### src/hw/rtl/assert_macros.svh
// ----------------------------------------------------------------------------
// Assertion macros
// Shared wrappers for concurrent assertions, empty when SYNTH is defined.
// ----------------------------------------------------------------------------
`ifndef ASSERT_MACROS_SVH
`define ASSERT_MACROS_SVH

`ifndef SYNTH
`define ASSERT_PROP(label, clk, rst, prop) \
   label: assert property (@(posedge clk) disable iff (rst) (prop)) \
      else $error("Assertion failed.");
`define ASSERT_NEVER(label, clk, rst, expr) \
   label: assert property (@(posedge clk) disable iff (rst) !(expr)) \
      else $error("Forbidden condition seen.");
`else
`define ASSERT_PROP(label, clk, rst, prop)
`define ASSERT_NEVER(label, clk, rst, expr)
`endif

`endif

### src/hw/rtl/dvr_pkg.sv
// ----------------------------------------------------------------------------
// dvr_pkg
// Types and constants of the distance-vector route update unit.
// ----------------------------------------------------------------------------
package dvr_pkg;

   localparam int INDEX_WIDTH = 4;
   localparam int VALUE_WIDTH = 16;
   localparam int COUNT_WIDTH = 5;
   localparam logic [COUNT_WIDTH-1:0] COUNT_RESET = 5'd16;

   localparam logic OP_LOAD   = 1'b0;
   localparam logic OP_ADVERT = 1'b1;

   typedef logic [VALUE_WIDTH-1:0] value_type;
   typedef logic [INDEX_WIDTH-1:0] index_type;
   typedef logic [COUNT_WIDTH-1:0] count_type;

   typedef struct packed {
      value_type router_id;
      value_type cost;
      value_type next_hop;
   } route_entry_type;

endpackage

### src/hw/rtl/distance_vector_route_update_unit.sv
// ----------------------------------------------------------------------------
// distance_vector_route_update_unit
// Route table with load and Bellman-Ford relaxation of advertised routes.
//
//   Channel  Ports   Direction  Word
//   request  req_*   in         operation, indexes, cost, load fields
//   response rsp_*   out        changed flag, entry cost, entry next hop
//   csr      csr_*   in         router count
//
// A load passes through states LOAD and DONE, an advertisement through RD_SND,
// RD_DST, EVAL and DONE. An equal-cost tie with a nonzero router count adds a
// search of the table memory, one entry a cycle, over min(router_count,
// MAX_ROUTERS) entries, followed by states TIE_WAIT and TIE before DONE.
// Reset is synchronous; the table contents are undefined until loaded.
// A stalled response waits in its register; a new request is still taken.
// ----------------------------------------------------------------------------
`include "assert_macros.svh"

module distance_vector_route_update_unit #(
   parameter int MAX_ROUTERS = 16
) (
   input  logic                        clock,
   input  logic                        reset,
   input  logic                        req_valid,
   output logic                        req_stall,
   input  logic                        req_operation,
   input  dvr_pkg::index_type          req_entry_index,
   input  dvr_pkg::index_type          req_sender_index,
   input  dvr_pkg::value_type          req_advertised_cost,
   input  dvr_pkg::value_type          req_load_router_id,
   input  dvr_pkg::value_type          req_load_cost,
   input  dvr_pkg::value_type          req_load_next_hop,
   output logic                        rsp_valid,
   input  logic                        rsp_stall,
   output logic                        rsp_route_changed,
   output dvr_pkg::value_type          rsp_entry_cost,
   output dvr_pkg::value_type          rsp_entry_next_hop,
   input  logic                        csr_write_enable,
   input  dvr_pkg::count_type          csr_write_data
);

   import dvr_pkg::*;

   localparam int AW = (MAX_ROUTERS > 1) ? $clog2(MAX_ROUTERS) : 1;
   localparam int CW = $clog2(MAX_ROUTERS + 1);
   localparam int WW = ((CW > COUNT_WIDTH) ? CW : COUNT_WIDTH) + 1;

   typedef enum logic [3:0] {
      IDLE, LOAD, RD_SND, RD_DST, EVAL, SEARCH, TIE_WAIT, TIE, DONE
   } state_type;

   state_type        state_ff, state_in;
   logic             rsp_valid_ff, rsp_valid_in;
   logic             rsp_changed_ff, rsp_changed_in;
   value_type        rsp_cost_ff, rsp_cost_in;
   value_type        rsp_hop_ff, rsp_hop_in;
   count_type        count_ff, count_in;

   logic             op_ff, op_in;
   index_type        dst_ff, dst_in;
   index_type        snd_ff, snd_in;
   value_type        adv_ff, adv_in;
   route_entry_type  load_ff, load_in;
   route_entry_type  sender_ff, sender_in;
   route_entry_type  dest_ff, dest_in;
   logic [AW-1:0]    scan_ff, scan_in;
   logic             check_ff, check_in;
   logic             found_ff, found_in;
   value_type        hop_cost_ff, hop_cost_in;
   logic             res_changed_ff, res_changed_in;
   value_type        res_cost_ff, res_cost_in;
   value_type        res_hop_ff, res_hop_in;

   route_entry_type  entry_mem [MAX_ROUTERS];
   route_entry_type  rd_data_ff;
   logic [AW-1:0]    rd_addr;
   logic             mem_we;
   logic [AW-1:0]    mem_waddr;
   route_entry_type  mem_wdata;

   logic [WW-1:0]    dst_wide;
   logic [WW-1:0]    snd_wide;
   logic [WW-1:0]    count_wide;
   logic [WW-1:0]    limit;
   logic             dst_ok;
   logic             snd_ok;
   logic [VALUE_WIDTH:0] sum;
   logic             req_take;

   assign req_stall = (state_ff != IDLE);
   assign req_take  = req_valid && !req_stall;

   assign dst_wide   = WW'(dst_ff);
   assign snd_wide   = WW'(snd_ff);
   assign count_wide = WW'(count_ff);
   assign limit      = (count_wide > WW'(MAX_ROUTERS)) ? WW'(MAX_ROUTERS) : count_wide;
   assign dst_ok     = dst_wide < WW'(MAX_ROUTERS);
   assign snd_ok     = snd_wide < WW'(MAX_ROUTERS);
   assign sum        = {1'b0, sender_ff.cost} + {1'b0, adv_ff};
   assign mem_waddr  = dst_wide[AW-1:0];

   always_comb begin
      state_in       = state_ff;
      rsp_valid_in   = rsp_valid_ff && rsp_stall;
      rsp_changed_in = rsp_changed_ff;
      rsp_cost_in    = rsp_cost_ff;
      rsp_hop_in     = rsp_hop_ff;
      count_in       = csr_write_enable ? csr_write_data : count_ff;
      op_in          = op_ff;
      dst_in         = dst_ff;
      snd_in         = snd_ff;
      adv_in         = adv_ff;
      load_in        = load_ff;
      sender_in      = sender_ff;
      dest_in        = dest_ff;
      scan_in        = scan_ff;
      check_in       = (state_ff == SEARCH);
      found_in       = found_ff;
      hop_cost_in    = hop_cost_ff;
      res_changed_in = res_changed_ff;
      res_cost_in    = res_cost_ff;
      res_hop_in     = res_hop_ff;
      rd_addr        = dst_wide[AW-1:0];
      mem_we         = 1'b0;
      mem_wdata      = dest_ff;

      if (check_ff && rd_data_ff.router_id == dest_ff.next_hop) begin
         found_in    = 1'b1;
         hop_cost_in = rd_data_ff.cost;
      end

      case (state_ff)
         IDLE: begin
            if (req_take) begin
               op_in             = req_operation;
               dst_in            = req_entry_index;
               snd_in            = req_sender_index;
               adv_in            = req_advertised_cost;
               load_in.router_id = req_load_router_id;
               load_in.cost      = req_load_cost;
               load_in.next_hop  = req_load_next_hop;
               state_in          = (req_operation == OP_LOAD) ? LOAD : RD_SND;
            end
         end
         LOAD: begin
            mem_wdata = load_ff;
            if (dst_ok) begin
               mem_we         = 1'b1;
               res_changed_in = 1'b0;
               res_cost_in    = load_ff.cost;
               res_hop_in     = load_ff.next_hop;
            end else begin
               res_changed_in = 1'b0;
               res_cost_in    = '0;
               res_hop_in     = '0;
            end
            state_in = DONE;
         end
         RD_SND: begin
            rd_addr  = snd_wide[AW-1:0];
            state_in = RD_DST;
         end
         RD_DST: begin
            sender_in = rd_data_ff;
            state_in  = EVAL;
         end
         EVAL: begin
            dest_in        = rd_data_ff;
            res_changed_in = 1'b0;
            res_cost_in    = rd_data_ff.cost;
            res_hop_in     = rd_data_ff.next_hop;
            state_in       = DONE;
            if (!dst_ok) begin
               res_cost_in = '0;
               res_hop_in  = '0;
            end else if (snd_ok) begin
               if (sum < {1'b0, rd_data_ff.cost}) begin
                  mem_we             = 1'b1;
                  mem_wdata          = rd_data_ff;
                  mem_wdata.cost     = sum[VALUE_WIDTH-1:0];
                  mem_wdata.next_hop = sender_ff.router_id;
                  res_changed_in     = 1'b1;
                  res_cost_in        = sum[VALUE_WIDTH-1:0];
                  res_hop_in         = sender_ff.router_id;
               end else if (sum == {1'b0, rd_data_ff.cost} && limit != '0) begin
                  scan_in  = '0;
                  found_in = 1'b0;
                  state_in = SEARCH;
               end
            end
         end
         SEARCH: begin
            rd_addr = scan_ff;
            if (WW'(scan_ff) == limit - WW'(1)) begin
               state_in = TIE_WAIT;
            end else begin
               scan_in = scan_ff + AW'(1);
            end
         end
         TIE_WAIT: begin
            state_in = TIE;
         end
         TIE: begin
            res_changed_in = 1'b0;
            res_cost_in    = dest_ff.cost;
            res_hop_in     = dest_ff.next_hop;
            if (found_ff && hop_cost_ff > sender_ff.cost &&
                dest_ff.next_hop != sender_ff.router_id) begin
               mem_we             = 1'b1;
               mem_wdata.next_hop = sender_ff.router_id;
               res_changed_in     = 1'b1;
               res_hop_in         = sender_ff.router_id;
            end
            state_in = DONE;
         end
         DONE: begin
            if (!rsp_valid_in) begin
               rsp_valid_in   = 1'b1;
               rsp_changed_in = res_changed_ff;
               rsp_cost_in    = res_cost_ff;
               rsp_hop_in     = res_hop_ff;
               state_in       = IDLE;
            end
         end
         default: begin
            state_in = IDLE;
         end
      endcase
   end

   always_ff @(posedge clock) begin
      rsp_changed_ff <= rsp_changed_in;
      rsp_cost_ff    <= rsp_cost_in;
      rsp_hop_ff     <= rsp_hop_in;
      op_ff          <= op_in;
      dst_ff         <= dst_in;
      snd_ff         <= snd_in;
      adv_ff         <= adv_in;
      load_ff        <= load_in;
      sender_ff      <= sender_in;
      dest_ff        <= dest_in;
      scan_ff        <= scan_in;
      found_ff       <= found_in;
      hop_cost_ff    <= hop_cost_in;
      res_changed_ff <= res_changed_in;
      res_cost_ff    <= res_cost_in;
      res_hop_ff     <= res_hop_in;
      if (reset) begin
         state_ff     <= IDLE;
         rsp_valid_ff <= 1'b0;
         count_ff     <= COUNT_RESET;
         check_ff     <= 1'b0;
      end else begin
         state_ff     <= state_in;
         rsp_valid_ff <= rsp_valid_in;
         count_ff     <= count_in;
         check_ff     <= check_in;
      end
   end

   always_ff @(posedge clock) begin
      if (mem_we) begin
         entry_mem[mem_waddr] <= mem_wdata;
      end
      rd_data_ff <= entry_mem[rd_addr];
   end

   assign rsp_valid          = rsp_valid_ff;
   assign rsp_route_changed  = rsp_changed_ff;
   assign rsp_entry_cost     = rsp_cost_ff;
   assign rsp_entry_next_hop = rsp_hop_ff;

   `ASSERT_PROP(a_write_state, clock, reset,
      mem_we |-> (state_ff == LOAD || state_ff == EVAL || state_ff == TIE))
   `ASSERT_PROP(a_rsp_from_done, clock, reset,
      $rose(rsp_valid_ff) |-> $past(state_ff == DONE))
   `ASSERT_PROP(a_scan_bound, clock, reset,
      (state_ff == SEARCH) |-> (WW'(scan_ff) < limit))
   `ASSERT_NEVER(a_write_out_of_table, clock, reset, mem_we && !dst_ok)

endmodule
### config.mk
export PLATFORM = sky130hd
export DESIGN_NAME = distance_vector_route_update_unit
export DESIGN_NICKNAME = d
export VERILOG_FILES = /design/src/hw/rtl/dvr_pkg.sv /design/src/hw/rtl/distance_vector_route_update_unit.sv
export VERILOG_INCLUDE_DIRS = /design/src /design/src/hw/rtl
export SDC_FILE = /design/constraint.sdc
export NUM_CORES = 1
export LEC_CHECK = 0
export BUFFER_PORTS_ARGS = -buffer_cell sky130_fd_sc_hd__buf_2
export CORE_MARGIN = 4
export CORE_UTILIZATION = 45
export DETAILED_ROUTE_END_ITERATION = 6
export PLACE_DENSITY = 0.72
export SETUP_SLACK_MARGIN = 0.4
export SLEW_MARGIN = 20
export SYNTH_ARGS = -nofsm -noshare
export SYNTH_HDL_FRONTEND = slang
export SYNTH_SLANG_ARGS = --single-unit
export TNS_END_PERCENT = 50
### constraint.sdc
create_clock -name clock -period 22 [get_ports clock]
set_clock_uncertainty 0.15 [all_clocks]
set_input_delay 1.1 -clock clock [delete_from_list [all_inputs] [get_ports clock]]
set_output_delay 1.1 -clock clock [all_outputs]
set_load 0.02 [all_outputs]
=== Word level (Yosys, flattened, before mapping) ===
Memory sizes are Yosys's and may differ from the RTL's. A register that Yosys moved wholly into a read port is not among the register bits.
Cells that the tools add are included.

* Flip-flop bits (word level): 250
* Bits in latches: 0
* Bits in writable memories: 768
* ROM bits: 0
* Input port bits: 83
* Output and inout port bits: 35
* Word-level logic and storage cells: 120
* Memories kept: 1

* $add $sub $neg: 3
* Multipliers: 0
* Div/mod/pow operators: 0
* Magnitude comparators: 5
* Equal/unequal tests: 20
* Shift-type cells: 0
* Muxes and demuxes: 49
* Bitwise logic cells: 1
* Reductions and logical operators: 17

{| class="wikitable"
|+ Memory list
! memory !! words !! bits a word !! read ports !! clocked after Yosys merged registers in !! wr ports !! RTL line !! RTL
|-
| entry_mem || 16 || 48 || 1 || 1 || 1 || distance_vector_route_update_unit.sv:74 || <nowiki>route_entry_type entry_mem [MAX_ROUTERS];</nowiki>
|}

{| class="wikitable"
|+ Operators with widths
! kind !! number
|-
| 16-bit 2-to-1 mux || 9
|-
| 48-bit 2-to-1 mux || 3
|-
| 16-bit one-hot mux with 3 select lines || 3
|-
| 32-bit one-hot mux with 2 select lines || 1
|-
| 4-bit 2-to-1 mux || 12
|-
| 4-bit one-hot mux with 8 select lines || 1
|-
| 16-bit by 16-bit adder with 17-bit output || 1
|-
| 17-bit by 16-bit == test with 1-bit output || 1
|-
| 17-bit by 16-bit < comparator with 1-bit output || 1
|-
| 16-bit == test || 1
|-
| 4-bit by 3-bit == test with 1-bit output, second input constant || 4
|-
| 16-bit greater-than comparator || 1
|-
| 16-bit inequality test || 1
|-
| 4-bit one-hot mux with 2 select lines || 2
|-
| 1-bit 2-to-1 mux || 14
|-
| 2-bit inequality test, second input constant || 7
|-
| 4-bit by 5-bit < comparator with 1-bit output, second input constant || 2
|-
| 4-bit by 2-bit == test with 1-bit output, second input constant || 2
|-
| 4-bit by 6-bit == test with 1-bit output || 1
|-
| 1-bit logical AND || 6
|-
| 1-bit one-hot mux with 3 select lines || 2
|-
| 6-bit AND reduction || 1
|-
| 6-bit nonzero test || 1
|-
| 5-bit by 1-bit subtractor with 6-bit output, second input constant || 1
|-
| 16 further kinds || 17
|}

=== Longest topological paths before layout ===
Gate-level depths: netlist of run 1.

* Word-level depth: 9
* Gate-level depth with buffers: 18
* Depth with buffers taken out: 17

=== Worst setup path after synthesis of run 1 ===
No wires, ideal clock.

* Path kind: register to register
* From: reg sender_ff[16] (netlist bit)
* To: mem entry_mem[5][0] (netlist bit), enable pin
* Library setup time: 0.590 ns
* Data arrival time: 8.791 ns
* Required time: 21.260 ns
* Path slack: 12.468 ns
* Cell stages (with the launch flop): 19
* Buffers on the path: 1
* Clock period less this slack: 9.532 ns
* Cell sequence: edfxtp_1 ha_1 inv_1 fa_1 nand2b_1 a211oi_2 nor2_1 a221oi_1 mux2_2 nand2_1 ha_1 a21o_1 a221o_1 a31oi_1 nand4_1 nor2_2 nor3_2 buf_2 nor4b_1

* Longest elaborated chain between the ends: 8
* Elaborated cells between the ends (all ways): 12
* Those cells by class: add/sub (1); order compare (2); mux (7); reduce/logical (2)

{| class="wikitable"
|+ RTL lines
! element !! RTL line !! RTL
|-
| start: declaration || distance_vector_route_update_unit.sv:64 || <nowiki>route_entry_type sender_ff, sender_in;</nowiki>
|-
| start signal: assignment || distance_vector_route_update_unit.sv:240 || <nowiki>sender_ff <= sender_in;</nowiki>
|-
| 16-bit by 16-bit adder with 17-bit output || distance_vector_route_update_unit.sv:99 || <nowiki>assign sum = {1'b0, sender_ff.cost} + {1'b0, adv_ff};</nowiki>
|-
| 17-bit by 16-bit < comparator with 1-bit output || distance_vector_route_update_unit.sv:177 || <nowiki>if (sum < {1'b0, rd_data_ff.cost}) begin</nowiki>
|-
| 1-bit 2-to-1 mux || distance_vector_route_update_unit.sv:177 ||
|-
| 1-bit 2-to-1 mux || distance_vector_route_update_unit.sv:176 || <nowiki>end else if (snd_ok) begin</nowiki>
|-
| 1-bit 2-to-1 mux || distance_vector_route_update_unit.sv:173 || <nowiki>if (!dst_ok) begin</nowiki>
|-
| 1-bit one-hot mux with 3 select lines (*) || distance_vector_route_update_unit.sv:132 || <nowiki>case (state_ff)</nowiki>
|-
| 1-bit 2-to-1 mux (*) || distance_vector_route_update_unit.sv:262 || <nowiki>if (mem_we) begin</nowiki>
|-
| 1-bit 2-to-1 mux (not written as such) (*) || distance_vector_route_update_unit.sv:263 || <nowiki>entry_mem[mem_waddr] <= mem_wdata;</nowiki>
|-
| end: declaration || distance_vector_route_update_unit.sv:74 ||
|}

Mark *: on every way between the ends. The rest lies on a longest branch, timed or not.

=== Worst setup path in the final report of run 1 ===
* From: reg sender_ff[16] (netlist bit)
* To: mem entry_mem[5][1] (netlist bit), enable pin

The elaborated chain is that of the path after synthesis.

==> results of run 1 <==
## final cells by class
class | instances | share of cell area, %
clock inverters | 55 | 1.471
well taps | 1254 | 3.253
clock buffers | 137 | 5.969
multi-input cells | 1759 | 21.64
repair buffers | 172 | 2.164
inverters | 48 | 0.3736
diodes | 1 | 0.005189
flip-flops and latches | 1066 | 65.13
## worst register-to-register path: stages (launching register included)
cell and delay [ps]:
edfxtp_1 350, ha_1 210, inv_1 70, fa_1 400
nand2b_1 200, a211oi_2 290, nor2_1 110, a221oi_1 430
mux2_2 400, nand2_1 70, ha_1 240, and3_1 200
a221o_1 300, a31oi_1 250, nand4_1 250, nor2_4 160
buf_4 490, nor3_4 300, nor4b_2 350, buf_4 810
## stage by stage
| stage | util, % | instances |
|---|---|---|
| floorplan | - | 3040 |
| global placement | 47.65 | 4298 |
| detailed placement | 47.66 | 4298 |
| CTS | 51.49 | 4490 |
| global route | 51.52 | 4491 |
| finish | 51.52 | 4492 |
## metal layers
layer,GRT usage (%),share of wire [%],vias up
li1,-,-,11590
met1,29.40,42,12850
met2,31.56,46,1300
met3,4.096,10,182
met4,5.512,2.4,2
met5,0,0.013,-
## worst max path at each step
| stage | startpoint | end | slack, ps | cells after the start |
|---|---|---|---|---|
| 3_3_place_gp | sender_ff[16] | entry_mem[5][35] | 15770 | 19 |
| 3_5_place_dp | sender_ff[16] | entry_mem[5][33] | 15690 | 19 |
| 4_1_cts | sender_ff[16] | entry_mem[5][44] | 15600 | 19 |
| 2_1_floorplan | sender_ff[16] | entry_mem[5][0] | 12470 | 18 |
| 6_report | sender_ff[16] | entry_mem[5][1] | 15570 | 19 |
| 5_1_grt | sender_ff[16] | entry_mem[5][44] | 15300 | 19 |
## flip-flops by register name (all words and copies together) (netlist names), 5 cells and up
name and cells:
rd_data_ff 48, count_ff 5, sender_ff 32, rsp_entry_cost 16, res_hop_ff 16, dest_ff 48, rsp_entry_next_hop 16, hop_cost_ff 16
entry_mem 768, res_cost_ff 16, load_ff 48, adv_ff 16
## cells by family after synthesis
kind of cell,count (synthesis)
AOI/OAI and AO/OA,293
buffers and inverters,215
muxes,151
xor gates and xnor gates,52
DFF,1066
adders and majority gates,52
and+or+nand+nor,1211
## power groups by stage
stage	logic [W]	registers (W)	clock network (W)
3_5_place_dp	0.000651	0.00248	0
5_1_grt	0.000727	0.00245	0.00196
2_1_floorplan	0.000468	0.00244	0
4_1_cts	0.000656	0.00244	0.00187
3_3_place_gp	0.000639	0.00248	0
6_report	0.000662	0.00244	0.00185
## placed cells by master (no fill, tap or decap), drive strengths merged, types with 10 or more instances in the layout
master  Yosys  layout
a22o       14      14
nand2     764     764
o221ai     48      48
nor4       14      14
clkbuf     83     137
a32oi      48      48
dfxtp      60      60
and3       10      10
xnor2      39      39
a21oi      28      28
ha         51      51
nor2       36      36
buf        84     172
a22oi      41      41
o21ai      21      21
and2       21      21
a221o      37      37
edfxtp   1006    1006
mux2i     149     149
xor2       13      13
nand3     305     305
bufinv      0      16
inv        48      50
clkinv      0      32
nor3       18      18
nand4      14      14
==> results.yml, run 1 <==
logic_synthesis:
  synth_simple_gate_area_share_pct: 12.28
  ys_top_cells_by_area: "edfxtp_1, nand2_1, nand3_1"
  yosys.cell_types.count: 66
  yosys.area_share.adder_pct: 1.545
  synth_compound_area_share_pct: 5.550
  dominantRegCellSynth: "edfxtp_1"
  synth_nets: 3175
  syn_avg_cell_area_sq_um: 14.01
  ys_seq_elements: 1066
  async_flop_share_pct: 0
  yosys_warnings: 0
  yosysSeqAreaShare_pct: 73.76
  postSynthCellCount: 3040
  synth_edf_count: 1006
  yosysMostFrequentCell: "edfxtp_1"
  netlist_area_sq_um: 42590
  synth-xor-area-share_pct: 1.069
  yosys.area.top_type: "edfxtp_1"
  synth_top_area_share_pct: 70.94
  synth_common_cells: "edfxtp_1, nand2_1, nand3_1"
  synth_top_family_by_area: "simple AND/OR/NAND/NOR gates"
  synth.area.mux_share_pct: 3.555
grt:
  grt_usage_pct: 20.30
  grt_max_degree: 200
  grt_pass1_wl_um: 153000
  antenna_found_initial: 2
  overflow: 0
  grt_pass1_vias: 24430
power_and_ir_drop:
  leakage_nw: 17.31
  peakVddDrop_mv: 0.06985
  swShare_pct: 25.81
  pwr-share-comb_pct: 13.4
  clock_power_share_pct: 37.3
  seqPwrFrac_pct: 49.4
  total_power_w: 0.004953
  p_int_w: 0.003675
  p_switching_w: 0.001278
  p_per_area_nw_per_um2: 102.7
clocking:
  clk_pin_slew_worst_paths_ps: 60
  cts_root_buf: "clkbuf_16"
  h-tree-depth: 3
  cts_tree: "done"
  clockBufferDepth: 3
  clock-sinks: 1066
  ctsHoldBuffers: 0
  clk_latency_ps: 670
  cts_buffers: 101
  post_cts_buffers: 0
  cts-resized-gates: 0
route:
  wl_per_cell_um: 22.98
  drt_iter0_drc: 2875
  drc: 0
  wirelength_um: 103200
  via_per_inst: 5.771
  num_vias: 25920
  drt_first_pass_iters: 6
  antenna_left: 0
place:
  place_area_sq_um: 44610
  post-place-ws_ps: 15690
  numPortBuffers: 117
  hpwl_um: 57820
  place.gp.congestion: 0.8948
final_layout:
  drive_gt1_share_pct: 11.80
  multi_input_area_sq_um: 10440
  fin_area_sq_um: 48230
  seqCellArea_sq_um: 31410
  area_growth_pct: 13.25
  fill_cells: 7683
  final_nets: 3283
sta:
  report.final.hold_viol_count: 0
  finalMaxSlewViolations: 0
  finalSetupViolations: 0
  rsz0062_at_grt: "no"
  tns_ps: 0
  fmax_mhz: 155.6
  relSlewSlack_pct: 25.58
  period_minus_slack_ps: 6427
  holdWs_ps: 271.8
  tightest_slew_ps: 1116
  min_period_over_period_pct: 29.22
  worst_slack_ps: 15570
critical_path:
  end_kind: "flip-flop"
  crit_chain: "ha_1 -> inv_1 -> fa_1 -> nand2b_1 -> a211oi_2 -> nor2_1 -> a221oi_1 -> mux2_2 -> nand2_1 -> ha_1 -> and3_1 -> a221o_1 -> a31oi_1 -> nand4_1 -> nor2_4 -> buf_4 -> nor3_4 -> nor4b_2 -> buf_4"
  reg2reg_to: "entry_mem[5][1]"
  regToRegSetupSlack_ps: 15570
  cp_num_buf_inv: 3
  path_class: "reg2reg"
  cp_top_family: "simple AND/OR/NAND/NOR gates"
  slowest_stage: "buf_4"
  crit_required_ps: 22120
  path_max_fanout: 48
  crit-reg2reg-launch: "sender_ff[16]"
  arrival_ps: 6550
  start_kind: "flip-flop"
  crit_path_max_incr_delay_ps: 810
  ff2ff_path_depth: 19
die:
  die_area_sq_um: 99620
  die_w_um: 315.6
  fp.dieH_um: 315.6
  coreArea_sq_um: 93610
  boundaryPins: 118
  initial_core_util_pct: 45.49
  num_rows: 112
min_path:
  hp-start: "res_cost_ff[8]"
  hold-path-cell-count: 0
  hp-class: "reg2reg"
  holdPathEnd: "rsp_entry_cost[8]"
run_status:
  outcome: "finished, final reports clean"
flow_run:
  cap_violations: 0
(Power assumes the default switching activity.)
==> run 2: changes to the inputs <==
==> constraint.sdc (replaced) <==
create_clock -name clock -period 6.7 [get_ports clock]
set_clock_uncertainty 0.15 [all_clocks]
set_input_delay 0.335 -clock clock [delete_from_list [all_inputs] [get_ports clock]]
set_output_delay 0.335 -clock clock [all_outputs]
set_load 0.02 [all_outputs]
==> results.yml, run 2 (synthesis results as in run 1) <==
sta:
  fmax_mhz: 165.0
  report.final.hold_viol_count: 0
  min_period_over_period_pct: 90.44
  rsz0062_at_grt: "yes"
  relSlewSlack_pct: 24.99
  finalMaxSlewViolations: 0
  period_minus_slack_ps: 6060
  tightest_slew_ps: 1125
  finalSetupViolations: 0
power_and_ir_drop:
  leakage_nw: 17.84
  p_per_area_nw_per_um2: 331.3
  peakVddDrop_mv: 0.2353
  total_power_w: 0.01644
final_layout:
  area_growth_pct: 16.53
  layout_common_cells: "edfxtp_1, nand2_1, nand3_1, mux2i_1, buf_2"
  seqCellArea_sq_um: 31410
  fill_cells: 7427
  largest_register_ffs: 768
  drive_gt1_share_pct: 11.69
  final_common_cell: "edfxtp_1"
  fin_area_sq_um: 49630
  final_nets: 3382
  top_register: "entry_mem"
  multi_input_area_sq_um: 10580
die:
  coreArea_sq_um: 93610
  boundaryPins: 118
  initial_core_util_pct: 45.49
  die_w_um: 315.6
  die_area_sq_um: 99620
  num_rows: 112
  fp.dieH_um: 315.6
route:
  drt_iter0_drc: 3116
  num_vias: 26250
  wl_per_cell_um: 23.22
  antenna_left: 0
  via_per_inst: 5.716
  drt_first_pass_iters: 6
  drc: 0
  wirelength_um: 106600
critical_path:
  crit_required_ps: 6970
  critical_path_depth: 19
  crit_path_max_incr_delay_ps: 550
  end_kind: "flip-flop"
  cp_top_family: "compound AO/OA/AOI/OAI gates"
  slowest_stage: "a221o_1"
  worstSetupStartpoint: "sender_ff[16]"
  crit_path_end: "entry_mem[8][15]"
  reg2reg_to: "entry_mem[8][15]"
  arrival_ps: 6330
  cp_num_buf_inv: 3
  crit_chain: "ha_1 -> inv_1 -> fa_1 -> nand2b_1 -> a211oi_2 -> nor2_1 -> a221oi_1 -> mux2_2 -> nand2_1 -> ha_1 -> a21o_1 -> a221o_1 -> a31oi_1 -> nand4_1 -> nor2_4 -> buf_4 -> or2_1 -> buf_4 -> a221o_1"
  start_kind: "flip-flop"
  crit-reg2reg-launch: "sender_ff[16]"
  ff2ff_path_depth: 19
  path_class: "reg2reg"
  regToRegSetupSlack_ps: 640
  path_max_fanout: 34
clocking:
  h-tree-depth: 3
  clock-sinks: 1066
  cts_tree: "done"
  cts_buffers: 103
  clockBufferDepth: 3
  clk_pin_slew_worst_paths_ps: 60
  clk_latency_ps: 700
  cts_root_buf: "clkbuf_16"
run_status:
  outcome: "finished, final reports clean"
grt:
  grt_usage_pct: 21.13
  grt_pass1_wl_um: 158500
  overflow: 0
  antenna_found_initial: 7
  grt_max_degree: 190
  grt_pass1_vias: 25460
place:
  hpwl_um: 58680
  place.gp.congestion: 0.8338
  place_area_sq_um: 45050
  numPortBuffers: 117
flow_run:
  cap_violations: 0
min_path:
  hp-start: "req_load_next_hop[7]"
  hp-class: "in2reg"
==> run 2: final cells by class <==
cell class              count  area share (%)
clock inverters            62           1.783
well taps                1254           3.162
diodes                      2         0.01009
inverters                  48          0.3631
clock buffers             132           5.514
repair buffers            269           4.561
multi-input cells        1759           21.31
flip-flops and latches   1066           63.29
==> run 2: timing repair <==
| item | 4_1_cts | 5_1_grt |
|---|---|---|
| hold endpoints to repair | 82 | 0 |
| setup buffers | 0 | 0 |
| resized for setup | 0 | 9 |
| hold buffers | 93 | 0 |
| setup endpoints to repair | 0 | 232 |
==> run 2: worst min path at each step <==
stage | to | cells after the start
global placement | rsp_entry_cost[13] | 0
detailed placement | rsp_entry_next_hop[15] | 0
global route | load_ff[7] | 2
CTS | load_ff[2] | 2
finish | load_ff[7] | 2
floorplan | rsp_entry_cost[0] | 0
==> run 2: through the flow <==
step / util (%) / setup WS [ps] / setup TNS (ps) / instances / hold WS, ps
final: 53.01 / 640.2 / 0 / 4592 / 185.1
after floorplan: - / -541.2 / -264510 / 3040 / 250.3
after global placement: 48.12 / 826.0 / 0 / 4303 / 254.2
after detailed placement: 48.12 / 770.1 / 0 / 4303 / 259.9
after CTS: 52.98 / 749.6 / 0 / 4590 / 145.3
after global routing: 53.01 / 375.8 / 0 / 4590 / 178.2
==> run 2: routing by layer <==
| metal | GRT usage [%] | vias up | share of wire [%] |
|---|---|---|---|
| met5 | 0 | - | 0.012 |
| met4 | 6.071 | 2 | 2.3 |
| met3 | 3.290 | 178 | 9.3 |
| met2 | 34.15 | 1328 | 47 |
| met1 | 29.97 | 12950 | 41 |
| li1 | - | 11790 | - |
==> run 2: where the power goes <==
group | internal [W] | total, W | switching, W | leakage, nW
Clock | 0.00361 | 0.00614 | 0.00253 | 1.73
Sequential | 0.00774 | 0.00802 | 0.000283 | 9.62
Combinational | 0.000743 | 0.00227 | 0.00153 | 6.49
Total | 0.0121 | 0.0164 | 0.00434 | 17.8
